`src/hdl/tequ_pkg.sv`:
```
`timescale 1ns / 1ps
// ----------------------------------------------------------------------------
// tequ_pkg
// Types and constants shared by the timed event queue and its list cells.
// ----------------------------------------------------------------------------
package tequ_pkg;

  localparam int QUEUE_DEPTH_DEF  = 64;
  localparam int CAR_KEY_BITS_DEF = 9;

  localparam int TIME_W   = 32;
  localparam int KIND_W   = 3;
  localparam int CAR_W    = 9;
  localparam int CLIENT_W = 17;
  localparam int OCC_W    = 7;

  // Input tdata layout: time, kind, car, client from bit 0 up, padded to 64.
  localparam int IN_TIME_LO   = 0;
  localparam int IN_KIND_LO   = IN_TIME_LO + TIME_W;
  localparam int IN_CAR_LO    = IN_KIND_LO + KIND_W;
  localparam int IN_CLIENT_LO = IN_CAR_LO + CAR_W;
  localparam int IN_BITS      = IN_CLIENT_LO + CLIENT_W;
  localparam int IN_DATA_W    = ((IN_BITS + 7) / 8) * 8;

  // Output tdata layout: popped event fields, then occupancy, padded to 72.
  localparam int OUT_OCC_LO = IN_BITS;
  localparam int OUT_BITS   = OUT_OCC_LO + OCC_W;
  localparam int OUT_DATA_W = ((OUT_BITS + 7) / 8) * 8;

  localparam int IN_USER_W  = 2;
  localparam int OUT_USER_W = 3;

  localparam logic [TIME_W-1:0] TIME_INVALID = '1;

  typedef enum logic [1:0] {
    OP_INSERT = 2'd0,
    OP_UPDATE = 2'd1,
    OP_DELETE = 2'd2,
    OP_POP    = 2'd3
  } op_t;

  typedef enum logic [1:0] {
    ST_OK      = 2'd0,
    ST_EMPTY   = 2'd1,
    ST_FULL    = 2'd2,
    ST_IGNORED = 2'd3
  } status_t;

  // What every cell of the chain does at a clock edge.
  typedef enum logic [1:0] {
    CMD_HOLD,
    CMD_INSERT,
    CMD_POP,
    CMD_DELETE
  } cmd_t;

  // Event payload apart from the car key, whose width is a parameter.
  typedef struct packed {
    logic [CLIENT_W-1:0] client;
    logic [KIND_W-1:0]   kind;
    logic [TIME_W-1:0]   ev_time;
  } ev_body_t;

  typedef struct packed {
    cmd_t     cmd;
    ev_body_t body;
  } cell_ctl_t;

endpackage

```
`src/hdl/tequ_cell.sv`:
```
`timescale 1ns / 1ps
// ----------------------------------------------------------------------------
// tequ_cell
// One slot of the ordered event list. It holds one event and, on each chain
// command, keeps it, takes the new event, or takes a neighbor's event.
// ----------------------------------------------------------------------------
module tequ_cell #(
  parameter int KEY_W = tequ_pkg::CAR_KEY_BITS_DEF
) (
  input  logic                      clk,
  input  logic                      rst_n,
  input  tequ_pkg::cell_ctl_t       ctl,
  input  logic [KEY_W-1:0]          new_car,
  input  logic                      left_valid,
  input  tequ_pkg::ev_body_t        left_body,
  input  logic [KEY_W-1:0]          left_car,
  input  logic                      left_pos,
  input  logic                      left_seen,
  input  logic                      right_valid,
  input  tequ_pkg::ev_body_t        right_body,
  input  logic [KEY_W-1:0]          right_car,
  output logic                      valid,
  output tequ_pkg::ev_body_t        body,
  output logic [KEY_W-1:0]          car,
  output logic                      pos,
  output logic                      seen
);
  import tequ_pkg::*;

  logic             valid_r, valid_nxt;
  ev_body_t         body_r, body_nxt;
  logic [KEY_W-1:0] car_r, car_nxt;

  // The list is sorted, so pos is low for a run of cells and then high:
  // the new event goes into the first cell whose pos is set.
  assign pos  = !valid_r || ($signed(body_r.ev_time) > $signed(ctl.body.ev_time));
  assign seen = left_seen || (valid_r && (car_r == new_car));

  assign valid = valid_r;
  assign body  = body_r;
  assign car   = car_r;

  always_comb begin
    valid_nxt = valid_r;
    body_nxt  = body_r;
    car_nxt   = car_r;
    unique case (ctl.cmd)
      CMD_INSERT: begin
        if (left_pos) begin
          valid_nxt = left_valid;
          body_nxt  = left_body;
          car_nxt   = left_car;
        end else if (pos) begin
          valid_nxt = 1'b1;
          body_nxt  = ctl.body;
          car_nxt   = new_car;
        end
      end
      CMD_POP: begin
        valid_nxt = right_valid;
        body_nxt  = right_body;
        car_nxt   = right_car;
      end
      CMD_DELETE: begin
        // Cells from the first match onward close the gap.
        if (seen) begin
          valid_nxt = right_valid;
          body_nxt  = right_body;
          car_nxt   = right_car;
        end
      end
      default: begin
      end
    endcase
  end

  always_ff @(posedge clk) begin
    if (!rst_n) begin
      valid_r <= 1'b0;
    end else begin
      valid_r <= valid_nxt;
    end
    body_r <= body_nxt;
    car_r  <= car_nxt;
  end

endmodule

```
`config.mk`:
```
export PLATFORM = sky130hd
export DESIGN_NAME = tequ_cell
export DESIGN_NICKNAME = d
export VERILOG_FILES = /design/src/hdl/tequ_pkg.sv /design/src/hdl/tequ_cell.sv
export SDC_FILE = /design/constraint.sdc
export NUM_CORES = 1
export LEC_CHECK = 0
export ABC_AREA = 1
export CORE_AREA = 2 2 98 100
export CTS_BUF_LIST = sky130_fd_sc_hd__clkbuf_16
export CTS_CLUSTER_DIAMETER = 80
export DETAILED_ROUTE_END_ITERATION = 16
export DIE_AREA = 0 0 100 102
export DONT_BUFFER_PORTS = 1
export GPL_TIMING_DRIVEN = 0
export PLACE_DENSITY = 0.68
export SYNTH_ARGS = -nofsm -noshare
export SYNTH_HDL_FRONTEND = slang
export SYNTH_SLANG_ARGS = --single-unit
```
`constraint.sdc`:
```
create_clock -name clk -period 8.8 [get_ports clk]
set_input_delay 0.88 -clock clk [delete_from_list [all_inputs] [get_ports clk]]
set_output_delay 0.88 -clock clk [all_outputs]
set_load 0.01 [all_outputs]
```
Yosys cells after proc, flatten, opt, wreduce, memory -nomap -nowiden
Cells that the tools add are included.
Widths: inputs -> output; s select.

storage, ports and cells
  flip-flop bits (word level) = 62
  output and inout bits = 64
  word-level logic and storage cells = 30

operators by class
  order comparisons = 1
  eq/ne operators = 6
  multiplexer cells = 12
  reductions and logical operators = 6

operators with widths
  cell                number
  $mux 52             3
  $pmux 52 s3         1
  $gt 32x32->1        1
  $mux 9              3
  $pmux 9 s3          1
  $eq 9x9->1          1
  $eq 2x2->1 const B  2
  $mux 1              3
  $ne 3x3->1 const B  1
  $pmux 1 s3          1
  $reduce_and 3->1    1
  $reduce_bool 3->1   1
  $eq 2x1->1 const B  1
  $logic_or 1x1->1    2
  $ne 2x2->1 const B  1
  $logic_and 1x1->1   1
  $logic_not 1->1     1

Depth between registers and ports, before layout
Gate-level depths: netlist (run 1).

  depth after elaboration = 5
  gate-level depth with buffers = 20

Worst setup path before layout (run 1)
Ideal clock, no wire load.

  path kind = input to register
  start = in ctl[31] (netlist bit)
  end = reg body_r (netlist bit body[0]), enable pin
  library setup time = 0.425 ns
  arrival time = 3.414 ns
  required time = 8.375 ns
  path slack = 4.961 ns
  cell stages on the path = 11
  buffers on the path = 0
  cell sequence = inv_1 -> ha_1 -> a21oi_1 -> o21a_2 -> nand2_1 -> a21oi_2 -> nand3_1 -> nand2_1 -> nand2_2 -> nand4_4 -> and2_1

between the ends
  word-level cells in the longest chain between the ends = 4

ends and longest elaborated chain
  item                               RTL line         RTL
  start: declaration                 tequ_cell.sv:12  input tequ_pkg::cell_ctl_t ctl,
  $gt 32x32->1                       tequ_cell.sv:36  assign pos = !valid_r || ($signed(body_r.ev_time) > $signed(ctl.body.ev_time));
  $logic_or 1x1->1                   tequ_cell.sv:36
  $ne 3x3->1 (no source line)        --
  $reduce_and 3->1 (no source line)  --
  end signal: assignment             tequ_cell.sv:83  body_r <= body_nxt;
  end: declaration                   tequ_cell.sv:31  ev_body_t body_r, body_nxt;

No other way between the ends.
A chain may end at the register's enable or synchronous reset.

Worst setup path after layout (run 1)
  start = in ctl[17] (netlist bit)
  end = out pos

between the ends
  word-level cells in the longest chain between the ends = 2

ends and longest elaborated chain
  item              RTL line         RTL
  $gt 32x32->1      tequ_cell.sv:36
  $logic_or 1x1->1  tequ_cell.sv:36
  end: declaration  tequ_cell.sv:25  output logic pos,

No other way between the ends.

==> results of run 1 <==
-- final cells by class --
type / instances / share of cell area [%]
Multi-Input combinational cell: 383 / 43.72
Sequential cell: 62 / 40.16
Clock buffer: 9 / 4.885
Inverter: 48 / 3.908
Tap cell: 111 / 3.012
Buffer: 26 / 2.225
Clock inverter: 7 / 2.090
-- logic make-up after synthesis --
kind of cell / count (synthesis) / share of synthesized area, %
buf+inv: 74 / 6.818
compound gates: 142 / 17.38
flops: 62 / 44.65
xor+xnor: 7 / 1.478
fa+ha+maj: 32 / 9.653
simple gates: 202 / 20.03
-- metrics by stage --
| step | hold WS, ns | instance area, um^2 | util (%) |
|---|---|---|---|
| floorplan | 0.5868 | 4148 | - |
| finish | 0.6564 | 4611 | 50.62 |
| CTS | 0.6548 | 4611 | 50.62 |
| detailed placement | 0.6648 | 4289 | 47.09 |
| global placement | 0.6543 | 4287 | 47.06 |
| global route | 0.6607 | 4611 | 50.62 |
-- power breakdown --
part           switching (uW)  internal [uW]  leakage [uW]  total (uW)
combinational            84.3           49.6       0.00121         134
sequential               35.5            365      0.000613         401
clock                     136            248      0.000150         384
total                     256            663       0.00198         919
-- worst reg2reg max path: stages (launching register included) --
cell and delay [ns]:
edfxtp_1 0.46, ha_1 0.34, a21oi_1 0.15, nor2_1 0.05, nor2_1 0.08, nand3_1 0.12
a21oi_2 0.16, nand3_1 0.09, nand2_1 0.08, nand2_2 0.07, nand4_4 0.07, and2_4 0.69
-- how the worst max path moves through the flow --
stage / endpoint / cells after the start
final: pos / 13
after global routing: pos / 14
after CTS: pos / 13
after detailed placement: body[43] / 14
after global placement: body[34] / 14
after floorplan: body[0] / 11
-- layout by cell type, fill, tap and decap left out, types with 2 or more instances in the layout --
master	n
clkbuf_1	16
buf_1	8
xnor2_1	2
xor2_1	5
nand4_1	3
edfxtp_1	61
nor2_1	77
ha_1	32
o21ai_0	3
nand2_2	4
inv_2	2
a21oi_1	136
nand3_1	3
or2_1	2
bufinv_16	2
clkbuf_16	9
inv_1	46
clkinvlp_4	2
nand2_1	106
-- sequential cells by signal, summed over array words and instances (netlist names) --
register	flops
body	52
car	9
valid	1
-- layer usage --
metal	track usage (%)	vias up
li1	-	1771
met1	24.68	1659
met2	39.19	170
met3	7.866	18
met4	7.376	0
met5	0	-
==> results.sh, run 1 <==
export IMPL_clock_sinks=62
export IMPL_cts_setup_buffers=0
export IMPL_slew_headroom_pct=44.07
export IMPL_max_freq_mhz=327.7
export IMPL_wl_met1_um=4556
export IMPL_maxUsedRoutingLayer="met4"
export IMPL_dieArea_um2=10200
export IMPL_powerDensity_nw_per_um2=199.3
export IMPL_vias_per_cell=5.601
export IMPL_rsz0062_at_grt="false"
export IMPL_synthFlopType="edfxtp_1"
export IMPL_wl_met2_um=6180
export IMPL_cts_buffer_depth=2
export IMPL_place_congestion=0.8678
export IMPL_worst_r2r_setup_slack_ns=6.02
export IMPL_wl_met3_um=979
export IMPL_yosysTopAreaCell="edfxtp_1"
export IMPL_clockRootBuffer="clkbuf_16"
export IMPL_status="finished, final reports clean"
export IMPL_period_minus_slack_ns=3.052
export IMPL_drc=0
export IMPL_grt_use_total_pct=22.02
export IMPL_setup_viol=0
export IMPL_tightest_slew_ns=0.8389
export IMPL_maxCapViolations=0
export IMPL_synth_cell_types=29
export IMPL_clock_skew_ns=0.009764
export IMPL_slowest_stage="ha_1"
export IMPL_final_max_slew_viol_count=0
export IMPL_die_x_um=100
export IMPL_syn_to_final_growth_pct=11.16
export IMPL_synth_edf_count=61
export IMPL_dp_slack_ns=5.572
export IMPL_register_area_um2=1852
export IMPL_min_from="valid"
export IMPL_synth_seq_cells=62
export IMPL_via_count=3618
export IMPL_cpMostUsedCell="nand2_1"
export IMPL_ant_nets=0
export IMPL_seq_area_frac_synth_pct=44.65
export IMPL_dp_cells=630
export IMPL_finalPower_uw=918.8
export IMPL_drt_iter0_drc=95
export IMPL_path_max_fanout=2
export IMPL_holdPathEnd="valid"
export IMPL_reg2reg_from="body[21]"
export IMPL_grt_pass1_vias=3590
export IMPL_max_stage_delay_ns=0.32
export IMPL_rows=35
export IMPL_avgSynthCellArea_um2=7.992
export IMPL_cp_startpoint="ctl[17]"
export IMPL_numCtsBuffers=9
export IMPL_multiInputGateArea_um2=2016
export IMPL_fin_crit_sh_pct=34.68
export IMPL_chipHeight_um=102
export IMPL_htree_levels=3
export IMPL_gr_total_overflow=0
export IMPL_antenna_cells=0
export IMPL_finalWorstSetupSlack_ns=5.748
export IMPL_clk_pin_slew_worst_paths_ns=0.06
export IMPL_path_cells="inv_1 > ha_1 > nand2_1 > nand2_1 > nand2_1 > nand2_1 > nand2_1 > nand3_1 > a21oi_2 > nand3_1 > nand2_1 > nand2_2 > nand2_1"
export IMPL_yosys_top_cells_area="edfxtp_1, a21oi_1, ha_1"
export IMPL_crit_family="simple AND/OR/NAND/NOR gates"
export IMPL_detailedRoute_firstPassIterationCount=4
export IMPL_synth_area_um2=4148
export IMPL_synthArstFlopShare_pct=0
export IMPL_drive_gt1_share_pct=5.794
export IMPL_synth_cells=519
export IMPL_p_leak_uw=0.001976
export IMPL_wl_per_cell_um=18.42
export IMPL_grt_max_degree=62
export IMPL_tritoncts="built"
export IMPL_rr_endpoint="body[47]"
export IMPL_arrival_ns=2.17
export IMPL_insertion_delay_ns=0.33
export IMPL_hold_depth=2
export IMPL_core_area_um2=9109
export IMPL_grt_first_pass_wirelength_um=17130
export IMPL_hold_path_class="reg2reg"
export IMPL_hold_buffers=0
export IMPL_worst_setup_path_type="in2out"
export IMPL_post_dp_hpwl_um=9153
export IMPL_initial_core_util_pct=45.54
export IMPL_layout_nets=753
export IMPL_yosys_warnings=0
export IMPL_crit_path_end_kind="output port"
export IMPL_antenna_found_initial=0
export IMPL_synth_common_cells="a21oi_1, nand2_1, nor2_1"
export IMPL_cp_start_kind="primary input"
export IMPL_wirelength_um=11900
export IMPL_synth_most_common_cell="a21oi_1"
export IMPL_synth_top_area_share_pct=44.16
export IMPL_fin_cells=646
export IMPL_ioPinCount=255
export IMPL_required_ns=7.92
export IMPL_report_final_hold_viol_count=0
export IMPL_fin_setup_tns_ns=0
export IMPL_synthesis_nets=742
export IMPL_crit_buf_inv=1
export IMPL_reg2reg_depth=11
export IMPL_cts_resized_gates=0
export IMPL_fillers=885
export IMPL_worst_ir_drop_vdd_uv=82.07
export IMPL_numPortBuffers=0
Power figures use the tool's default switching activity.
==> inputs of run 2 (changes only) <==
ABC_AREA = 0   (was 1)
CORE_AREA = 2 2 100 102   (was 2 2 98 100)
DIE_AREA = 0 0 102 104   (was 0 0 100 102)
PLACE_DENSITY = 0.65   (was 0.68)
clock period = 3 ns   (was 8.8 ns; I/O delays follow)
==> results.sh, run 2 <==
export IMPL_hold_buffers=0
export IMPL_worst_r2r_setup_slack_ns=0.16
export IMPL_drc=0
export IMPL_worst_ir_drop_vdd_uv=286.4
export IMPL_hold_depth=2
export IMPL_status="finished, final reports clean"
export IMPL_setup_viol=0
export IMPL_synthArstFlopShare_pct=0
export IMPL_numPortBuffers=0
export IMPL_synth_xor_area_share_pct=1.941
export IMPL_crit_path_end="car[5]"
export IMPL_core_area_um2=9549
export IMPL_grt_pass1_vias=3122
export IMPL_die_x_um=102
export IMPL_initial_core_util_pct=42.53
export IMPL_clock_sinks=62
export IMPL_reg2reg_depth=7
export IMPL_tightest_slew_ns=0.7538
export IMPL_whs_ns=0.1173
export IMPL_powerDensity_nw_per_um2=559.0
export IMPL_synth_cell_types=31
export IMPL_wirelength_um=11230
export IMPL_slew_headroom_pct=49.74
export IMPL_grt_max_degree=29
export IMPL_final_common_cell="nand2_1"
export IMPL_yosys_top_cells_area="edfxtp_1, mux2i_1, ha_1"
export IMPL_max_freq_mhz=351.7
export IMPL_max_stage_delay_ns=0.56
export IMPL_path_max_fanout=28
export IMPL_post_dp_hpwl_um=8862
export IMPL_seq_area_frac_synth_pct=45.59
export IMPL_cp_startpoint="body[31]"
export IMPL_clock_skew_ns=0.009874
export IMPL_synth_top_area_share_pct=45.10
export IMPL_place_congestion=0.8040
export IMPL_synth_cells=406
export IMPL_grt_first_pass_wirelength_um=16440
export IMPL_cp_start_kind="flop"
export IMPL_rsz0062_at_grt="false"
export IMPL_synthFlopType="edfxtp_1"
export IMPL_worst_setup_path_type="reg2reg"
export IMPL_report_final_hold_viol_count=0
export IMPL_htree_levels=3
export IMPL_required_ns=3.02
export IMPL_synth_seq_cells=62
export IMPL_syn_to_final_growth_pct=13.34
export IMPL_clockRootBuffer="clkbuf_16"
export IMPL_gr_total_overflow=0
export IMPL_drt_iter0_drc=131
export IMPL_synth_area_um2=4061
export IMPL_synth_common_cells="nand2_1, o21ai_0, mux2i_1"
export IMPL_p_leak_uw=0.001976
export IMPL_synth_adder_area_share_pct=9.858
export IMPL_antenna_cells=0
export IMPL_chipHeight_um=104
export IMPL_synth_compound_gate_area_share_pct=11.77
export IMPL_rows=36
export IMPL_clk_pin_slew_worst_paths_ns=0.06
export IMPL_detailedRoute_firstPassIterationCount=6
export IMPL_maxCapViolations=0
export IMPL_path_cells="ha_1 > nand4_1 > nor4_1 > a211oi_2 > nand3b_1 > a21oi_4 > buf_12"
export IMPL_ant_nets=0
export IMPL_numCtsBuffers=9
export IMPL_rr_endpoint="car[5]"
export IMPL_reg2reg_from="body[31]"
export IMPL_avgSynthCellArea_um2=10.00
export IMPL_min_from="rst_n"
export IMPL_cts_buffer_depth=2
export IMPL_placed_area_um2=4283
export IMPL_period_minus_slack_ns=2.844
export IMPL_design_area_um2=4603
export IMPL_synthesis_nets=629
export IMPL_arrival_ns=2.86
export IMPL_finalPower_uw=2573
export IMPL_synthMuxAreaShare_pct=15.28
export IMPL_final_cell_mix="nand2_1, o21ai_0, mux2i_1"
export IMPL_fin_crit_sh_pct=94.79
export IMPL_crit_path_end_kind="flop"
export IMPL_fin_setup_tns_ns=0
export IMPL_antenna_found_initial=0
export IMPL_wl_per_cell_um=20.12
export IMPL_yosys_warnings=0
export IMPL_tritoncts="built"
export IMPL_drive_gt1_share_pct=4.941
export IMPL_vias_per_cell=5.565
export IMPL_grt_use_total_pct=20.33
export IMPL_insertion_delay_ns=0.33
export IMPL_via_count=3105
export IMPL_synth_most_common_cell="nand2_1"
export IMPL_ioPinCount=255
export IMPL_largest_reg_flops=52
export IMPL_yosysTopAreaCell="edfxtp_1"
export IMPL_final_max_slew_viol_count=0
export IMPL_slowest_stage="nor4_1"
export IMPL_dieArea_um2=10610
export IMPL_yosys_area_share_simple_pct=10.47
export IMPL_synth_top_family_by_area="multiplexers"
export IMPL_synth_edf_count=61
export IMPL_hold_path_class="in2reg"
export IMPL_layout_nets=644
==> run 2: metal layers <==
metal | global-route usage (%) | share of wire, % | wire, um | up-vias
met5 | 0 | 0 | 0 | -
met4 | 6.667 | 1.4 | 152 | 0
met3 | 7.191 | 9.5 | 1069 | 11
met2 | 35.24 | 51 | 5748 | 148
met1 | 22.96 | 38 | 4259 | 1453
li1 | - | - | - | 1493
==> run 2: timing repair <==
action                                 in CTS  in global routing
setup endpoints to repair                  51                  1
pin swaps                                   1                  0
buffers inserted                            2                  0
resized for setup                           0                  2
endpoints found under the hold margin       0                  0
==> run 2: where the power goes <==
group          total [uW]  internal [uW]  switching [uW]
sequential           1190           1080             114
clock                 998            629             369
combinational         384            164             219
total                2570           1870             702
==> run 2: per-stage QoR <==
step / std cells / worst slack, ns / util, %
after floorplan: 406 / -0.1534 / -
after global placement: 539 / -0.9538 / 44.35
after detailed placement: 541 / -0.1496 / 44.85
after CTS: 558 / 0.08412 / 47.94
after global routing: 558 / 0.02678 / 48.20
final: 558 / 0.1564 / 48.20
==> run 2: area by class of cell <==
type | instances | area (um^2)
Inverter | 34 | 127.6
Buffer | 21 | 78.83
Tap cell | 133 | 166.4
Multi-Input combinational cell | 289 | 2036
Timing Repair Buffer | 4 | 62.56
Sequential cell | 62 | 1852
Clock buffer | 9 | 225.2
Clock inverter | 6 | 55.05
Fill cell | 938 | 4946
==> run 2: critical path, delay by kind of cell, from the launching register on <==
kind,cells,cell delay [ns]
flops,1,0.48
compound gates,2,0.42
fa+ha+maj,1,0.40
buf+inv,1,0.23
simple gates,3,0.96
==> run 2: worst min path at each step <==
stage	end
2_1_floorplan	valid
3_3_place_gp	valid
3_5_place_dp	valid
4_1_cts	valid
5_1_grt	valid
6_report	valid
==> run 2: cell families (layout without fill, tap and decap cells) <==
logic type,Yosys count,after routing
and+or+nand+nor,98,98
AOI/OAI and AO/OA,88,88
muxes,62,62
DFF,62,62
buffers and inverters,55,74
adders and majority gates,32,32
xor gates and xnor gates,9,9
==> inputs of run 3 (changes only) <==
PLACE_DENSITY = default   (was 0.65)
PLACE_DENSITY_LB_ADDON = 0.2   (was default)
==> results.sh, run 3 (synthesis gave the netlist of run 2 again) <==
export IMPL_status="finished, final reports clean"
export IMPL_register_area_um2=1852
export IMPL_whs_ns=0.1130
export IMPL_cp_start_kind="flop"
export IMPL_multiInputGateArea_um2=2017
export IMPL_syn_to_final_growth_pct=12.75
export IMPL_largest_reg_flops=52
export IMPL_gr_usage_met2_pct=34.73
export IMPL_max_freq_mhz=356.4
export IMPL_worst_r2r_setup_slack_ns=0.25
export IMPL_report_final_hold_viol_count=0
export IMPL_final_max_slew_viol_count=0
export IMPL_initial_core_util_pct=42.53
export IMPL_wirelength_um=10910
export IMPL_cts_buffer_depth=2
export IMPL_antenna_cells=0
export IMPL_grt_use_total_pct=20.23
export IMPL_fin_crit_sh_pct=93.54
export IMPL_arrival_ns=2.51
export IMPL_htree_levels=3
export IMPL_fin_setup_tns_ns=0
export IMPL_grt_busiest_layer="met2"
export IMPL_finalPower_uw=2573
export IMPL_chipHeight_um=104
export IMPL_clockRootBuffer="clkbuf_16"
export IMPL_tritoncts="built"
export IMPL_ioPinCount=255
export IMPL_wl_per_cell_um=19.51
export IMPL_min_from="rst_n"
export IMPL_final_common_cell="nand2_1"
export IMPL_post_dp_hpwl_um=8726
export IMPL_ant_nets=0
export IMPL_reg2reg_from="body[7]"
export IMPL_dieArea_um2=10610
export IMPL_dp_slack_ns=0.0001181
export IMPL_clk_pin_slew_worst_paths_ns=0.05
export IMPL_insertion_delay_ns=0.33
export IMPL_vias_per_cell=5.603
export IMPL_worst_setup_path_type="reg2out"
export IMPL_clock_skew_ns=0.008151
export IMPL_use_met1_pct=21.12
export IMPL_via_count=3132
export IMPL_detailedRoute_firstPassIterationCount=4
export IMPL_hold_path_class="in2reg"
export IMPL_hold_buffers=0
export IMPL_p_leak_uw=0.001977
export IMPL_path_max_fanout=3
export IMPL_tightest_slew_ns=0.7563
export IMPL_finalWorstSetupSlack_ns=0.1938
export IMPL_required_ns=2.70
export IMPL_use_met3_pct=8.199
export IMPL_fillers=944
export IMPL_clock_sinks=62
export IMPL_reg2reg_depth=10
export IMPL_period_minus_slack_ns=2.806
export IMPL_drt_iter0_drc=153
export IMPL_grt_max_degree=29
export IMPL_cp_startpoint="body[7]"
export IMPL_core_area_um2=9549
export IMPL_grt_first_pass_wirelength_um=16160
export IMPL_antenna_found_initial=0
export IMPL_numPortBuffers=0
export IMPL_die_x_um=102
export IMPL_final_cell_mix="nand2_1, o21ai_0, mux2i_1"
export IMPL_crit_path_end_kind="output port"
export IMPL_crit_path_end="pos"
export IMPL_grt_pass1_vias=3205
export IMPL_rsz0062_at_grt="false"
export IMPL_drive_gt1_share_pct=4.460
export IMPL_layout_nets=644
export IMPL_place_congestion=0.8077
export IMPL_worst_ir_drop_vdd_uv=220.5
export IMPL_setup_viol=0
export IMPL_drc=0
export IMPL_numCtsBuffers=9
export IMPL_rr_endpoint="body[25]"
export IMPL_rows=36
export IMPL_maxCapViolations=0
export IMPL_slew_headroom_pct=49.58
export IMPL_gr_total_overflow=0
export IMPL_powerDensity_nw_per_um2=561.8
[run 3: cell count changes in the layout (fill, tap and decap cells not counted)]
cell	before	now
inv_1	35	36
ha_1	30	32
ha_4	2	0
clkinv_1	1	2
nor4_1	3	2
nor4_2	0	1
buf_12	1	2
clkinv_2	2	1
buf_16	1	0
[run 3: worst min-delay path by stage]
stage,depth (start not counted),endpoint
floorplan,2,valid
global placement,2,valid
detailed placement,2,valid
CTS,2,valid
global route,2,valid
finish,2,valid
[run 3: layer usage]
metal  vias up  routed length (um)
li1       1491                   -
met1      1433                3887
met2       186                5474
met3        22                1228
met4         0                 317
met5         -                   0
[run 3: cell type report]
| type | instances | area share [%] |
|---|---|---|
| Buffer | 21 | 1.721 |
| Clock buffer | 9 | 4.918 |
| Clock inverter | 7 | 1.257 |
| Inverter | 34 | 2.787 |
| Multi-Input combinational cell | 289 | 44.04 |
| Sequential cell | 62 | 40.44 |
| Tap cell | 133 | 3.634 |
| Timing Repair Buffer | 4 | 1.202 |
[run 3: what timing repair did]
| item | 4_1_cts | 5_1_grt |
|---|---|---|
| endpoints found under the setup margin | 0 | 55 |
| gates resized for setup | 0 | 1 |
| setup buffers | 0 | 2 |
[run 3: critical path, cell delays in order (launching register included)]
cell and delay (ns):
edfxtp_1 0.44, ha_1 0.34, a21oi_1 0.15, o21ai_1 0.10, a221o_1 0.34, or3_1 0.39, a211oi_2 0.17, nand3b_1 0.15
inv_1 0.09
[run 3: report_power, final]
group | internal (uW) | total (uW) | switching [uW]
sequential | 1080 | 1190 | 112
combinational | 160 | 376 | 217
clock | 629 | 1010 | 377
total | 1870 | 2570 | 706
[run 3: stage by stage]
step / cells / instance area (um^2) / util [%]
5_1_grt: 559 / 4579 / 47.96
6_report: 559 / 4579 / 47.96
3_5_place_dp: 541 / 4275 / 44.77
4_1_cts: 557 / 4558 / 47.73
2_1_floorplan: 406 / 4069 / -
3_3_place_gp: 539 / 4235 / 44.35
